`config.mk`:
```
export PLATFORM = sky130hd
export DESIGN_NAME = mandelbrot_escape_time
export DESIGN_NICKNAME = d
export VERILOG_FILES = /design/src/design/mbet_pkg.sv /design/src/design/mbet_mul.sv /design/src/design/mbet_csr.sv /design/src/design/mbet_core.sv /design/src/design/mandelbrot_escape_time.sv
export SDC_FILE = /design/constraint.sdc
export NUM_CORES = 2
export LEC_CHECK = 0
export BUFFER_PORTS_ARGS = -buffer_cell sky130_fd_sc_hd__buf_2
export CAP_MARGIN = 20
export CORE_MARGIN = 2
export CORE_UTILIZATION = 30
export DETAILED_ROUTE_END_ITERATION = 10
export MAX_ROUTING_LAYER = met4
export RECOVER_POWER = 100
export SETUP_SLACK_MARGIN = 0.15
export SYNTH_ARGS = -nofsm -noshare
export SYNTH_HDL_FRONTEND = slang
export SYNTH_SLANG_ARGS = --single-unit
```
`constraint.sdc`:
```
create_clock -name clock -period 10.13 [get_ports clock]
set_input_delay 1.013 -clock clock [delete_from_list [all_inputs] [get_ports clock]]
set_output_delay 1.013 -clock clock [all_outputs]
set_load 0.005 [all_outputs]
```
`src/design/mbet_pkg.sv`:
```
// Shared types, constants and helpers for the Mandelbrot escape-time block.
// No dependencies; every other file in the design imports this package.
`default_nettype none

package mbet_pkg;

   // Screen geometry and loop bound
   localparam int HALF_WIDTH  = 320;
   localparam int HALF_HEIGHT = 240;
   localparam int MAX_ITER    = 255;

   // Q5.27 coordinates, Q10.54 squares
   localparam int FRAC_BITS   = 27;
   localparam int COORD_W     = 32;
   localparam int PROD_W      = 64;
   localparam int CENTER_W    = 30;
   localparam int PIX_X_W     = 10;
   localparam int PIX_Y_W     = 9;
   localparam int GRAY_W      = 8;

   // Pixel offset d * 2^27 / 200, rounded half away from zero:
   // q = |d| * RECIP_HI + floor((16|d| + 12) / 25), the small quotient
   // taken as (t * RECIP_LO) >> RECIP_SHIFT, exact for t below 2^14.
   localparam int DELTA_W     = 11;
   localparam int MAG_W       = 10;
   localparam int LOW_T_W     = 14;
   localparam logic [31:0] RECIP_HI    = 32'd671088;
   localparam logic [31:0] RECIP_LO    = 32'd20972;
   localparam logic [13:0] LOW_T_BIAS  = 14'd12;
   localparam int          RECIP_SHIFT = 19;

   // Escape bound 4.0 in Q10.54
   localparam logic [PROD_W:0] ESCAPE_LIMIT = 65'(4) << (2 * FRAC_BITS);

   // Register map
   localparam int CSR_ADDR_W = 3;
   localparam logic REG_CENTER_REAL = 1'b0;
   localparam logic REG_CENTER_IMAG = 1'b1;
   localparam logic signed [CENTER_W-1:0] CENTER_REAL_RESET = -30'sd100663296;
   localparam logic signed [CENTER_W-1:0] CENTER_IMAG_RESET = 30'sd0;

   typedef struct packed {
      logic signed [CENTER_W-1:0] center_real;
      logic signed [CENTER_W-1:0] center_imag;
   } center_type;

   typedef struct packed {
      logic              valid;
      logic [GRAY_W-1:0] gray_level;
   } result_type;

   typedef enum logic [3:0] {
      ST_IDLE,
      ST_MAP_XH,
      ST_MAP_XL,
      ST_MAP_YH,
      ST_MAP_YL,
      ST_MAP_CI,
      ST_SQ_R,
      ST_SQ_I,
      ST_TEST,
      ST_UPD,
      ST_DONE
   } state_type;

   // Clamp a widened sum to the signed 32-bit coordinate range
   function automatic logic signed [COORD_W-1:0] sat32(input logic signed [35:0] v);
      logic signed [35:0] hi_lim;
      logic signed [35:0] lo_lim;
      hi_lim = 36'sh0_7FFF_FFFF;
      lo_lim = -36'sh0_8000_0000;
      if (v > hi_lim) begin
         return 32'sh7FFF_FFFF;
      end else if (v < lo_lim) begin
         return 32'sh8000_0000;
      end else begin
         return v[COORD_W-1:0];
      end
   endfunction

endpackage

`default_nettype wire

```
`src/design/mbet_mul.sv`:
```
// Shared signed 32x32 multiplier with a registered 64-bit product.
// Depends on mbet_pkg for widths.
`default_nettype none

module mbet_mul
   import mbet_pkg::*;
(
   input  wire logic                      clock,
   input  wire logic signed [COORD_W-1:0] op_a,
   input  wire logic signed [COORD_W-1:0] op_b,
   output logic signed [PROD_W-1:0]       prod_ff
);

   logic signed [PROD_W-1:0] prod_in;

   // Full-precision signed product
   assign prod_in = op_a * op_b;

   // Register the product; one result per cycle
   always_ff @(posedge clock) begin
      prod_ff <= prod_in;
   end

endmodule

`default_nettype wire

```
`src/design/mbet_csr.sv`:
```
// APB-style register file holding the view center (two signed Q3.27 values).
// Depends on mbet_pkg for the register map and reset values.
`default_nettype none

module mbet_csr
   import mbet_pkg::*;
(
   input  wire logic                  clock,
   input  wire logic                  reset,
   input  wire logic                  csr_psel,
   input  wire logic                  csr_penable,
   input  wire logic                  csr_pwrite,
   input  wire logic [CSR_ADDR_W-1:0] csr_paddr,
   input  wire logic [31:0]           csr_pwdata,
   output logic [31:0]                csr_prdata,
   output logic                       csr_pready,
   output center_type                 center
);

   center_type center_ff;
   center_type center_in;
   logic       wr_en;
   logic       reg_sel;

   assign csr_pready = 1'b1;
   assign wr_en      = csr_psel && csr_penable && csr_pwrite;
   assign reg_sel    = csr_paddr[2];
   assign center     = center_ff;

   // Decode the write beat
   always_comb begin
      center_in = center_ff;
      if (wr_en) begin
         unique case (reg_sel)
            REG_CENTER_REAL: center_in.center_real = csr_pwdata[CENTER_W-1:0];
            REG_CENTER_IMAG: center_in.center_imag = csr_pwdata[CENTER_W-1:0];
            default: center_in = center_ff;
         endcase
      end
   end

   always_ff @(posedge clock) begin
      if (reset) begin
         center_ff.center_real <= CENTER_REAL_RESET;
         center_ff.center_imag <= CENTER_IMAG_RESET;
      end else begin
         center_ff <= center_in;
      end
   end

   // Read back, sign-extended to the bus width
   always_comb begin
      unique case (reg_sel)
         REG_CENTER_REAL: csr_prdata = 32'(center_ff.center_real);
         REG_CENTER_IMAG: csr_prdata = 32'(center_ff.center_imag);
         default:         csr_prdata = '0;
      endcase
   end

endmodule

`default_nettype wire

```
`src/design/mbet_core.sv`:
```
// Sequencer and datapath: maps a pixel to c, then runs z = z*z + c on the
// shared multiplier. Depends on mbet_pkg and instantiates mbet_mul.
`default_nettype none

module mbet_core
   import mbet_pkg::*;
(
   input  wire logic               clock,
   input  wire logic               reset,
   input  wire logic               req_valid,
   output logic                    req_stall,
   input  wire logic [PIX_X_W-1:0] req_pixel_x,
   input  wire logic [PIX_Y_W-1:0] req_pixel_y,
   input  wire center_type         center,
   input  wire logic               slot_free,
   output result_type              result
);

   state_type state_ff, state_in;

   logic [MAG_W-1:0]          mag_x_ff, mag_x_in;
   logic [MAG_W-1:0]          mag_y_ff, mag_y_in;
   logic                      neg_x_ff, neg_x_in;
   logic                      neg_y_ff, neg_y_in;
   logic [COORD_W-1:0]        part_ff, part_in;
   logic signed [COORD_W-1:0] cr_ff, cr_in;
   logic signed [COORD_W-1:0] ci_ff, ci_in;
   logic signed [COORD_W-1:0] zr_ff, zr_in;
   logic signed [COORD_W-1:0] zi_ff, zi_in;
   logic signed [PROD_W-1:0]  rr_ff, rr_in;
   logic signed [PROD_W-1:0]  diff_ff, diff_in;
   logic [GRAY_W-1:0]         iter_ff, iter_in;

   logic signed [COORD_W-1:0] op_a;
   logic signed [COORD_W-1:0] op_b;
   logic signed [PROD_W-1:0]  prod_ff;

   logic signed [DELTA_W-1:0] dx;
   logic signed [DELTA_W-1:0] dy;
   logic [LOW_T_W-1:0]        t_x;
   logic [LOW_T_W-1:0]        t_y;
   logic [COORD_W-1:0]        quot;
   logic signed [COORD_W-1:0] offset_x;
   logic signed [COORD_W-1:0] offset_y;
   logic [PROD_W:0]           mag_sum;
   logic                      escape;
   logic signed [35:0]        zr_sum;
   logic signed [35:0]        zi_sum;

   mbet_mul u_mul (
      .clock   (clock),
      .op_a    (op_a),
      .op_b    (op_b),
      .prod_ff (prod_ff)
   );

   // Pixel deltas from screen center
   assign dx  = $signed({1'b0, req_pixel_x}) - DELTA_W'(HALF_WIDTH);
   assign dy  = $signed({2'b0, req_pixel_y}) - DELTA_W'(HALF_HEIGHT);
   assign t_x = {mag_x_ff, 4'b0} + LOW_T_BIAS;
   assign t_y = {mag_y_ff, 4'b0} + LOW_T_BIAS;

   // Rounded quotient: high part plus corrected low part
   assign quot     = part_ff + COORD_W'(prod_ff[31:RECIP_SHIFT]);
   assign offset_x = neg_x_ff ? -$signed(quot) : $signed(quot);
   assign offset_y = neg_y_ff ? -$signed(quot) : $signed(quot);

   // Escape test on |z|^2 (both squares non-negative), or loop end at MAX_ITER
   assign mag_sum = {1'b0, rr_ff} + {1'b0, prod_ff};
   assign escape  = (iter_ff == GRAY_W'(MAX_ITER)) || (mag_sum > ESCAPE_LIMIT);

   // Floor back to Q5.27 and add c
   assign zr_sum = 36'(diff_ff >>> FRAC_BITS) + 36'(cr_ff);
   assign zi_sum = 36'(prod_ff >>> (FRAC_BITS - 1)) + 36'(ci_ff);

   // Next state, multiplier operands and datapath updates
   always_comb begin
      state_in  = state_ff;
      mag_x_in  = mag_x_ff;
      mag_y_in  = mag_y_ff;
      neg_x_in  = neg_x_ff;
      neg_y_in  = neg_y_ff;
      part_in   = part_ff;
      cr_in     = cr_ff;
      ci_in     = ci_ff;
      zr_in     = zr_ff;
      zi_in     = zi_ff;
      rr_in     = rr_ff;
      diff_in   = diff_ff;
      iter_in   = iter_ff;
      op_a      = '0;
      op_b      = '0;
      req_stall = 1'b1;
      result    = '{valid: 1'b0, gray_level: GRAY_W'(MAX_ITER) - iter_ff};

      unique case (state_ff)
         ST_IDLE: begin
            req_stall = 1'b0;
            if (req_valid) begin
               neg_x_in = dx[DELTA_W-1];
               neg_y_in = dy[DELTA_W-1];
               mag_x_in = MAG_W'(dx[DELTA_W-1] ? -dx : dx);
               mag_y_in = MAG_W'(dy[DELTA_W-1] ? -dy : dy);
               state_in = ST_MAP_XH;
            end
         end
         ST_MAP_XH: begin
            op_a     = COORD_W'(mag_x_ff);
            op_b     = RECIP_HI;
            state_in = ST_MAP_XL;
         end
         ST_MAP_XL: begin
            op_a     = COORD_W'(t_x);
            op_b     = RECIP_LO;
            part_in  = prod_ff[COORD_W-1:0];
            state_in = ST_MAP_YH;
         end
         ST_MAP_YH: begin
            op_a     = COORD_W'(mag_y_ff);
            op_b     = RECIP_HI;
            cr_in    = COORD_W'(center.center_real) + offset_x;
            state_in = ST_MAP_YL;
         end
         ST_MAP_YL: begin
            op_a     = COORD_W'(t_y);
            op_b     = RECIP_LO;
            part_in  = prod_ff[COORD_W-1:0];
            state_in = ST_MAP_CI;
         end
         ST_MAP_CI: begin
            ci_in    = COORD_W'(center.center_imag) + offset_y;
            zr_in    = '0;
            zi_in    = '0;
            iter_in  = '0;
            state_in = ST_SQ_R;
         end
         ST_SQ_R: begin
            op_a     = zr_ff;
            op_b     = zr_ff;
            state_in = ST_SQ_I;
         end
         ST_SQ_I: begin
            op_a     = zi_ff;
            op_b     = zi_ff;
            rr_in    = prod_ff;
            state_in = ST_TEST;
         end
         ST_TEST: begin
            op_a    = zr_ff;
            op_b    = zi_ff;
            diff_in = rr_ff - prod_ff;
            if (escape) begin
               state_in = ST_DONE;
            end else begin
               state_in = ST_UPD;
            end
         end
         ST_UPD: begin
            zr_in    = sat32(zr_sum);
            zi_in    = sat32(zi_sum);
            iter_in  = iter_ff + 1'b1;
            state_in = ST_SQ_R;
         end
         ST_DONE: begin
            if (slot_free) begin
               result.valid = 1'b1;
               state_in     = ST_IDLE;
            end
         end
         default: begin
            state_in = ST_IDLE;
         end
      endcase
   end

   always_ff @(posedge clock) begin
      if (reset) begin
         state_ff <= ST_IDLE;
      end else begin
         state_ff <= state_in;
      end
   end

   // Payload registers
   always_ff @(posedge clock) begin
      mag_x_ff <= mag_x_in;
      mag_y_ff <= mag_y_in;
      neg_x_ff <= neg_x_in;
      neg_y_ff <= neg_y_in;
      part_ff  <= part_in;
      cr_ff    <= cr_in;
      ci_ff    <= ci_in;
      zr_ff    <= zr_in;
      zi_ff    <= zi_in;
      rr_ff    <= rr_in;
      diff_ff  <= diff_in;
      iter_ff  <= iter_in;
   end

endmodule

`default_nettype wire

```
`src/design/mandelbrot_escape_time.sv`:
```
// Top level of the Mandelbrot escape-time pixel shader: register file,
// iteration core and the result output register. Depends on mbet_pkg.
//
//   channel  | direction | beat contents
//   ---------+-----------+--------------------------------------
//   req_     | in        | pixel_x (10b), pixel_y (9b)
//   rsp_     | out       | gray_level (8b)
//   csr_     | in/out    | center_real @0x0, center_imag @0x4
//
// One pixel is held from accept to result, running 0..255 z updates on the
// way; the next pixel can be accepted in the cycle the result appears.
// The pace is set by the single 32x32 multiplier: three products per update
// plus an update state, and four products to map the pixel to c. Reset is
// synchronous and clears the sequencer, the output valid and the center
// registers. A stalled result waits in the output register while the next
// pixel is accepted.
`default_nettype none

module mandelbrot_escape_time
   import mbet_pkg::*;
(
   input  wire logic                  clock,
   input  wire logic                  reset,
   input  wire logic                  req_valid,
   output logic                       req_stall,
   input  wire logic [PIX_X_W-1:0]    req_pixel_x,
   input  wire logic [PIX_Y_W-1:0]    req_pixel_y,
   output logic                       rsp_valid,
   input  wire logic                  rsp_stall,
   output logic [GRAY_W-1:0]          rsp_gray_level,
   input  wire logic                  csr_psel,
   input  wire logic                  csr_penable,
   input  wire logic                  csr_pwrite,
   input  wire logic [CSR_ADDR_W-1:0] csr_paddr,
   input  wire logic [31:0]           csr_pwdata,
   output logic [31:0]                csr_prdata,
   output logic                       csr_pready
);

   center_type        center;
   result_type        result;
   logic              slot_free;
   logic              rsp_valid_ff, rsp_valid_in;
   logic [GRAY_W-1:0] gray_ff, gray_in;

   mbet_csr u_csr (
      .clock       (clock),
      .reset       (reset),
      .csr_psel    (csr_psel),
      .csr_penable (csr_penable),
      .csr_pwrite  (csr_pwrite),
      .csr_paddr   (csr_paddr),
      .csr_pwdata  (csr_pwdata),
      .csr_prdata  (csr_prdata),
      .csr_pready  (csr_pready),
      .center      (center)
   );

   mbet_core u_core (
      .clock       (clock),
      .reset       (reset),
      .req_valid   (req_valid),
      .req_stall   (req_stall),
      .req_pixel_x (req_pixel_x),
      .req_pixel_y (req_pixel_y),
      .center      (center),
      .slot_free   (slot_free),
      .result      (result)
   );

   // Output slot is free when empty or being drained this cycle
   assign slot_free = !rsp_valid_ff || !rsp_stall;

   // Load a finished result, drop a delivered beat
   always_comb begin
      rsp_valid_in = rsp_valid_ff;
      gray_in      = gray_ff;
      if (result.valid) begin
         rsp_valid_in = 1'b1;
         gray_in      = result.gray_level;
      end else if (rsp_valid_ff && !rsp_stall) begin
         rsp_valid_in = 1'b0;
      end
   end

   always_ff @(posedge clock) begin
      if (reset) begin
         rsp_valid_ff <= 1'b0;
      end else begin
         rsp_valid_ff <= rsp_valid_in;
      end
   end

   always_ff @(posedge clock) begin
      gray_ff <= gray_in;
   end

   assign rsp_valid      = rsp_valid_ff;
   assign rsp_gray_level = gray_ff;

endmodule

`default_nettype wire

```
# After elaboration in Yosys (flattened, before gate mapping)
# Cells that the tools add are included.
[word_totals]
word_cells = 96
register_bits = 454
inputBits = 61
output_inout_bits = 43
[classes]
add_sub_neg = 16
muxes = 23
eq_ne = 13
magnitude_cmp = 5
mul = 1
n_bitwise = 1
n_reduce_logical = 19
[op_table]
columns = ["op", "count"]
rows = [
  ["32-bit two-way mux", 6],
  ["32-bit case mux with 2 select lines", 3],
  ["32-bit case mux with 6 select lines", 1],
  ["32-bit case mux with 4 select lines", 1],
  ["36-bit by 32-bit adder with 36-bit output", 2],
  ["36-bit by 32-bit > comparator with 1-bit output (second input constant)", 2],
  ["36-bit by 32-bit < comparator with 1-bit output (second input constant)", 2],
  ["64-bit by 64-bit adder with 65-bit output", 1],
  ["65-bit by 57-bit > comparator with 1-bit output (second input constant)", 1],
  ["30-bit by 32-bit adder with 32-bit output", 2],
  ["32-bit by 32-bit multiplier with 64-bit output", 1],
  ["63-bit subtractor", 1],
  ["4-bit case mux with 10 select lines", 1],
  ["32-bit by 13-bit adder with 32-bit output", 1],
  ["32-bit negator", 1],
  ["14-bit by 4-bit adder with 14-bit output (second input constant)", 2],
  ["10-bit two-way mux", 2],
  ["10-bit negator", 2],
  ["4-bit by 3-bit == test with 1-bit output (second input constant)", 4],
  ["8-bit case mux with 2 select lines", 1],
  ["4-bit == test (second input constant)", 3],
  ["10-bit by 9-bit subtractor with 11-bit output (second input constant)", 1],
  ["2-bit OR reduction", 5],
  ["9-bit by 8-bit subtractor with 10-bit output (second input constant)", 1],
  ["other kinds (16)", 31],
]

# Longest topological paths before layout
[logic_depth]
depth_word = 5
ltp_mapped = 40
mapped_depth_nobuf = 36

# By module
# A second synthesis with hierarchy kept.
[hier_totals]
hier_cells = 7598
area_unflattened_um2 = 69430.3
[modules_own_cells]
columns = ["module", "seq_area_each_um2", "cells_each", "n_inst", "area_each_um2"]
rows = [
  ["mbet_mul", 1281.2, 3947, 1, 37547.3],
  ["mbet_core", 8788.4, 3367, 1, 28705.0],
  ["mbet_csr", 1201.2, 272, 1, 2905.3],
  ["mandelbrot_escape_time", 260.2, 12, 1, 272.8],
]

# Worst setup path before layout
# OpenSTA, ideal clock, no wires.
[synth_timing]
path_kind = "reg-to-reg"
startpoint = "register u_core.state_ff[2]"
endpoint = "register u_core.u_mul.prod_ff[61]"
stages_incl_launch_ff = 34
setup_time_ns = 0.072
path_slack_ns = -1.009
synth_period_minus_slack_ns = 11.139
t_arrival_ns = 11.067
n_path_buf = 5
t_required_ns = 10.058
cell_sequence = "dfxtp_1 > clkbuf_1 > nand2b_1 > clkbuf_1 > nor2_1 > clkbuf_1 > clkbuf_1 > buf_1 > a22oi_1 > nor2_1 > fa_1 > fa_1 > inv_1 > fa_1 > fa_1 > inv_1 > fa_1 > fa_1 > fa_1 > fa_1 > ha_1 > and4_1 > and2_1 > nand3_1 > o21ai_0 > o2111ai_1 > o21ai_0 > o211ai_1 > nand2_1 > a221o_1 > a21oi_1 > or3b_2 > o211ai_1 > xor2_1"
[synth_between]
elab_chain_cells = 4
word_cells_on_any_way = 14
cone_classes = "mul (1); eq/ne (7); mux (2); reduce/logical (4)"
[synth_lines]
columns = ["item", "line", "rtl"]
rows = [
  ["start: declaration", "mbet_core.sv:19", "state_type state_ff, state_in;"],
  ["start signal: assignment", "mbet_core.sv:180", "state_ff <= state_in;"],
  ["4-bit by 3-bit == test with 1-bit output, or another cell as far along", "mbet_core.sv:96", "unique case (state_ff)"],
  ["2-bit OR reduction (no line)", "n/a", ""],
  ["32-bit case mux with 6 select lines / 32-bit case mux with 4 select lines (equally long branches)", "mbet_core.sv:96", ""],
  ["32-bit by 32-bit multiplier with 64-bit output *", "mbet_mul.sv:17", "assign prod_in = op_a * op_b;"],
  ["named net u_core.u_mul.prod_in[61]", "mbet_mul.sv:14", "logic signed [PROD_W-1:0] prod_in;"],
  ["end signal: assignment", "mbet_mul.sv:21", "prod_ff <= prod_in;"],
  ["end: declaration", "mbet_mul.sv:11", "output logic signed [PROD_W-1:0] prod_ff"],
]
# Mark *: on every way through the listed nets, which the timed path passes. The rest lies on a longest branch.
# A chain may end at the register's enable or synchronous reset.

# Worst setup path after layout
# Same ends and word-level chain as after synthesis.

==> qor.yml <==
critPathBufInv: 5
seqPwrFrac_pct: 25.3
fillers: 22200
slowest_delay_ps: 730
holdPathEnd: "u_csr.center[38]"
status: "finished with violations"
syn_area_um2: 65800
track_usage_pct: 21.2
clkPwrFrac_pct: 18.8
violations: "capacitance limit, slew limit"
hold_buffers: 0
drt.antenna.violating_nets: 0
synthTopCellsByArea: "fa_1 (33%), edfxtp_1 (14%), ha_1 (8.8%), inv_1 (6.8%), nand2_1 (6.0%)"
placed_cell_area_um2: 71100
die_w_um: 472
fmax_ghz: 0.102
synth_cell_type_count: 90
hp-start: "u_csr.center[38]"
end_kind: "flop"
drc: 0
critPathTopFamily: "adder cells"
maxCapViolCount: 10
grt_pass1_wl_um: 347000
syn_nets: 8904
crit_fanout: 7
ys.flop_type: "edfxtp_1"
crit_path_start_kind: "flop"
p_comb_share_pct: 55.9
hold_path.class: "reg2reg"
power.density_nw_per_um2: 126
r2r-end: "u_core.u_mul.prod_ff[61]"
dp.cells: 10200
cts_buffer_depth: 3
routed_wl_um: 229000
cts_max_level: 2
r2r_cells: 33
grt_max_degree: 66
dp_slack_ps: -183
clk_latency_ps: 630
async_reset_ff_share_pct: 0
num_io_pins: 104
dp_hpwl_um: 195000
cpMostUsedCell: "fa_1"
critPathSlowestCell: "fa_1"
power_leakage_nw: 32.1
netlist_instances: 7292
slew_viol_final: 371
root_buffer: "clkbuf_16"
internal_power_mw: 4.84
globalRouteOverflowTotal: 0
die_area_um2: 223000
cts_tree: "built"
tightestPinTransition_ps: 4340
regArea_um2: 11500
cp.required_ps: 10690
first_iter_violations: 4133
finalNonFillerCells: 10300
multiInputGateArea_um2: 48900
final_area_um2: 72800
cts_buffers: 45
hold_depth: 2
yosys.area.top_type: "fa_1"
port_buffers: 98
path_class: "reg2reg"
setup-violations-final: 0
yosys.cell_count.top_type: "inv_1"
period_share_pct: 96.6
p_sw_mw: 4.37
grt_setup_unrepaired: "yes"
avgViaCountPerCell: 5.09
arrival_ps: 10340
cts_sinks: 427
fin_setup_tns_ps: 0
yosysTopAreaCellShare_pct: 33.1
hold_violations: 0
die_h_um: 472
total_power_mw: 9.21
grt_antenna_before_repair: 1
avgSynthCellArea_um2: 9.02
drtPass1Iterations: 6
num_vias: 52400
reg2reg_from: "u_core.state_ff[2]"
synthTopCellsByCount: "inv_1 (1183), fa_1 (1088), nand2_1 (1048)"
syn_to_final_growth_pct: 10.7
vdd_drop_max_mv: 0.128
grt_pass1_vias: 54500
ys_seq_elements: 427
slew-limit-headroom_pct: -189
hold_ws_ps: 476
rows: 171
cts.clk_slew.worst_paths_ps: 70
final_util_pct: 33.5
start_util_pct: 30.2
yosysSeqAreaShare_pct: 17.5
core_um2: 218000
clock_skew_ps: 39.7
fin_ws_ps: 349
yosysWarnings: 0
wl_per_cell_um: 22.2
nNetsFinal: 9022
drive_above_1_share_pct: 7.28
swShare_pct: 47.4
gp_congestion: 0.962
period_needed_ps: 9780
r2r_slack_ps: 350
synth-edff-count: 298
## layer usage
metal	vias to the layer above	track usage [%]	part of all wire [%]
li1	23800	-	-
met3	346	1.78	5.3
met2	1678	33.7	46
met4	0	7.35	4.2
met1	26600	28.4	44
met5	-	-	0
## worst min-delay path, delay by kind of cell (launching register included)
family / cells / cell delay [ps]
compound gates: 1 / 50
flops: 1 / 320
simple gates: 1 / 60
## cell families (layout without fill, tap and decap cells)
logic type / Yosys count / count (layout) / share of synthesized area (%)
adder cells (fa/ha/maj): 1551 / 1551 / 41.9
other: 2 / 5 / 0.0114
AND/OR/NAND/NOR: 2217 / 2218 / 14.6
buffers and inverters: 1487 / 1639 / 8.51
AO/OA/AOI/OAI: 1215 / 1216 / 12.0
flip-flops: 427 / 427 / 17.5
multiplexers: 44 / 44 / 0.734
XOR/XNOR: 349 / 349 / 4.67
## power groups by stage
stage,registers (mW),logic (mW),clock network (mW)
6_report,2.33,5.15,1.73
5_1_grt,2.33,5.56,1.84
4_1_cts,2.32,5.08,1.78
3_5_place_dp,2.35,5.00,0
3_3_place_gp,2.36,5.01,0
2_1_floorplan,2.20,3.11,0
## cells in the final DEF, fill, tap and decap left out, types with 128 or more instances in the layout
master and n:
dfxtp_1 128, o21ai_0 184, fa_1 1087, ha_1 462, edfxtp_1 298, a21oi_1 388
nor2_1 636, inv_1 1181, buf_4 212, nand2_1 1047, a21o_1 140, xnor2_1 243
## sequential cells by signal, indices dropped and copies added, names as in the netlist
| signal | flops |
|---|---|
| u_core.rr_ff | 64 |
| u_core.u_mul.prod_ff | 64 |
| u_csr.center | 60 |
| u_core.diff_ff | 36 |
| u_core.ci_ff | 32 |
| u_core.cr_ff | 32 |
| u_core.part_ff | 32 |
| u_core.zi_ff | 32 |
| u_core.zr_ff | 32 |
| u_core.mag_x_ff | 10 |
| u_core.mag_y_ff | 10 |
| rsp_gray_level | 8 |
| u_core.iter_ff | 8 |
| u_core.state_ff | 4 |
| rsp_valid | 1 |
| u_core.neg_x_ff | 1 |
| u_core.neg_y_ff | 1 |
## area by class of cell
class / instances / share of cell area, %
clock buffers: 57 / 1.68
clock inverters: 26 / 0.382
flip-flops and latches: 427 / 15.8
repair buffers: 369 / 3.88
inverters: 1187 / 6.13
multi-input cells: 5380 / 67.2
well taps: 2854 / 4.90
diodes: 3 / 0.0103
## worst max path at each step
stage | start | endpoint | slack, ps | cells past startpoint
2_1_floorplan | u_core.state_ff[2] | u_core.u_mul.prod_ff[61] | 280 | 33
3_3_place_gp | u_core.state_ff[3] | u_core.u_mul.prod_ff[61] | -170 | 32
3_5_place_dp | u_core.state_ff[3] | u_core.u_mul.prod_ff[61] | -180 | 32
4_1_cts | u_core.state_ff[0] | u_core.u_mul.prod_ff[61] | 240 | 35
5_1_grt | u_core.state_ff[2] | u_core.u_mul.prod_ff[56] | 60 | 42
6_report | u_core.state_ff[2] | u_core.u_mul.prod_ff[61] | 350 | 33
## repair_timing
| action | CTS | global route |
|---|---|---|
| cloned | 1 | 1 |
| setup buffers | 5 | 11 |
| resized for setup | 24 | 49 |
| setup endpoints to repair | 9 | 12 |
| pin swaps | 4 | 10 |
Note: power is estimated with default switching activity, not from simulation.
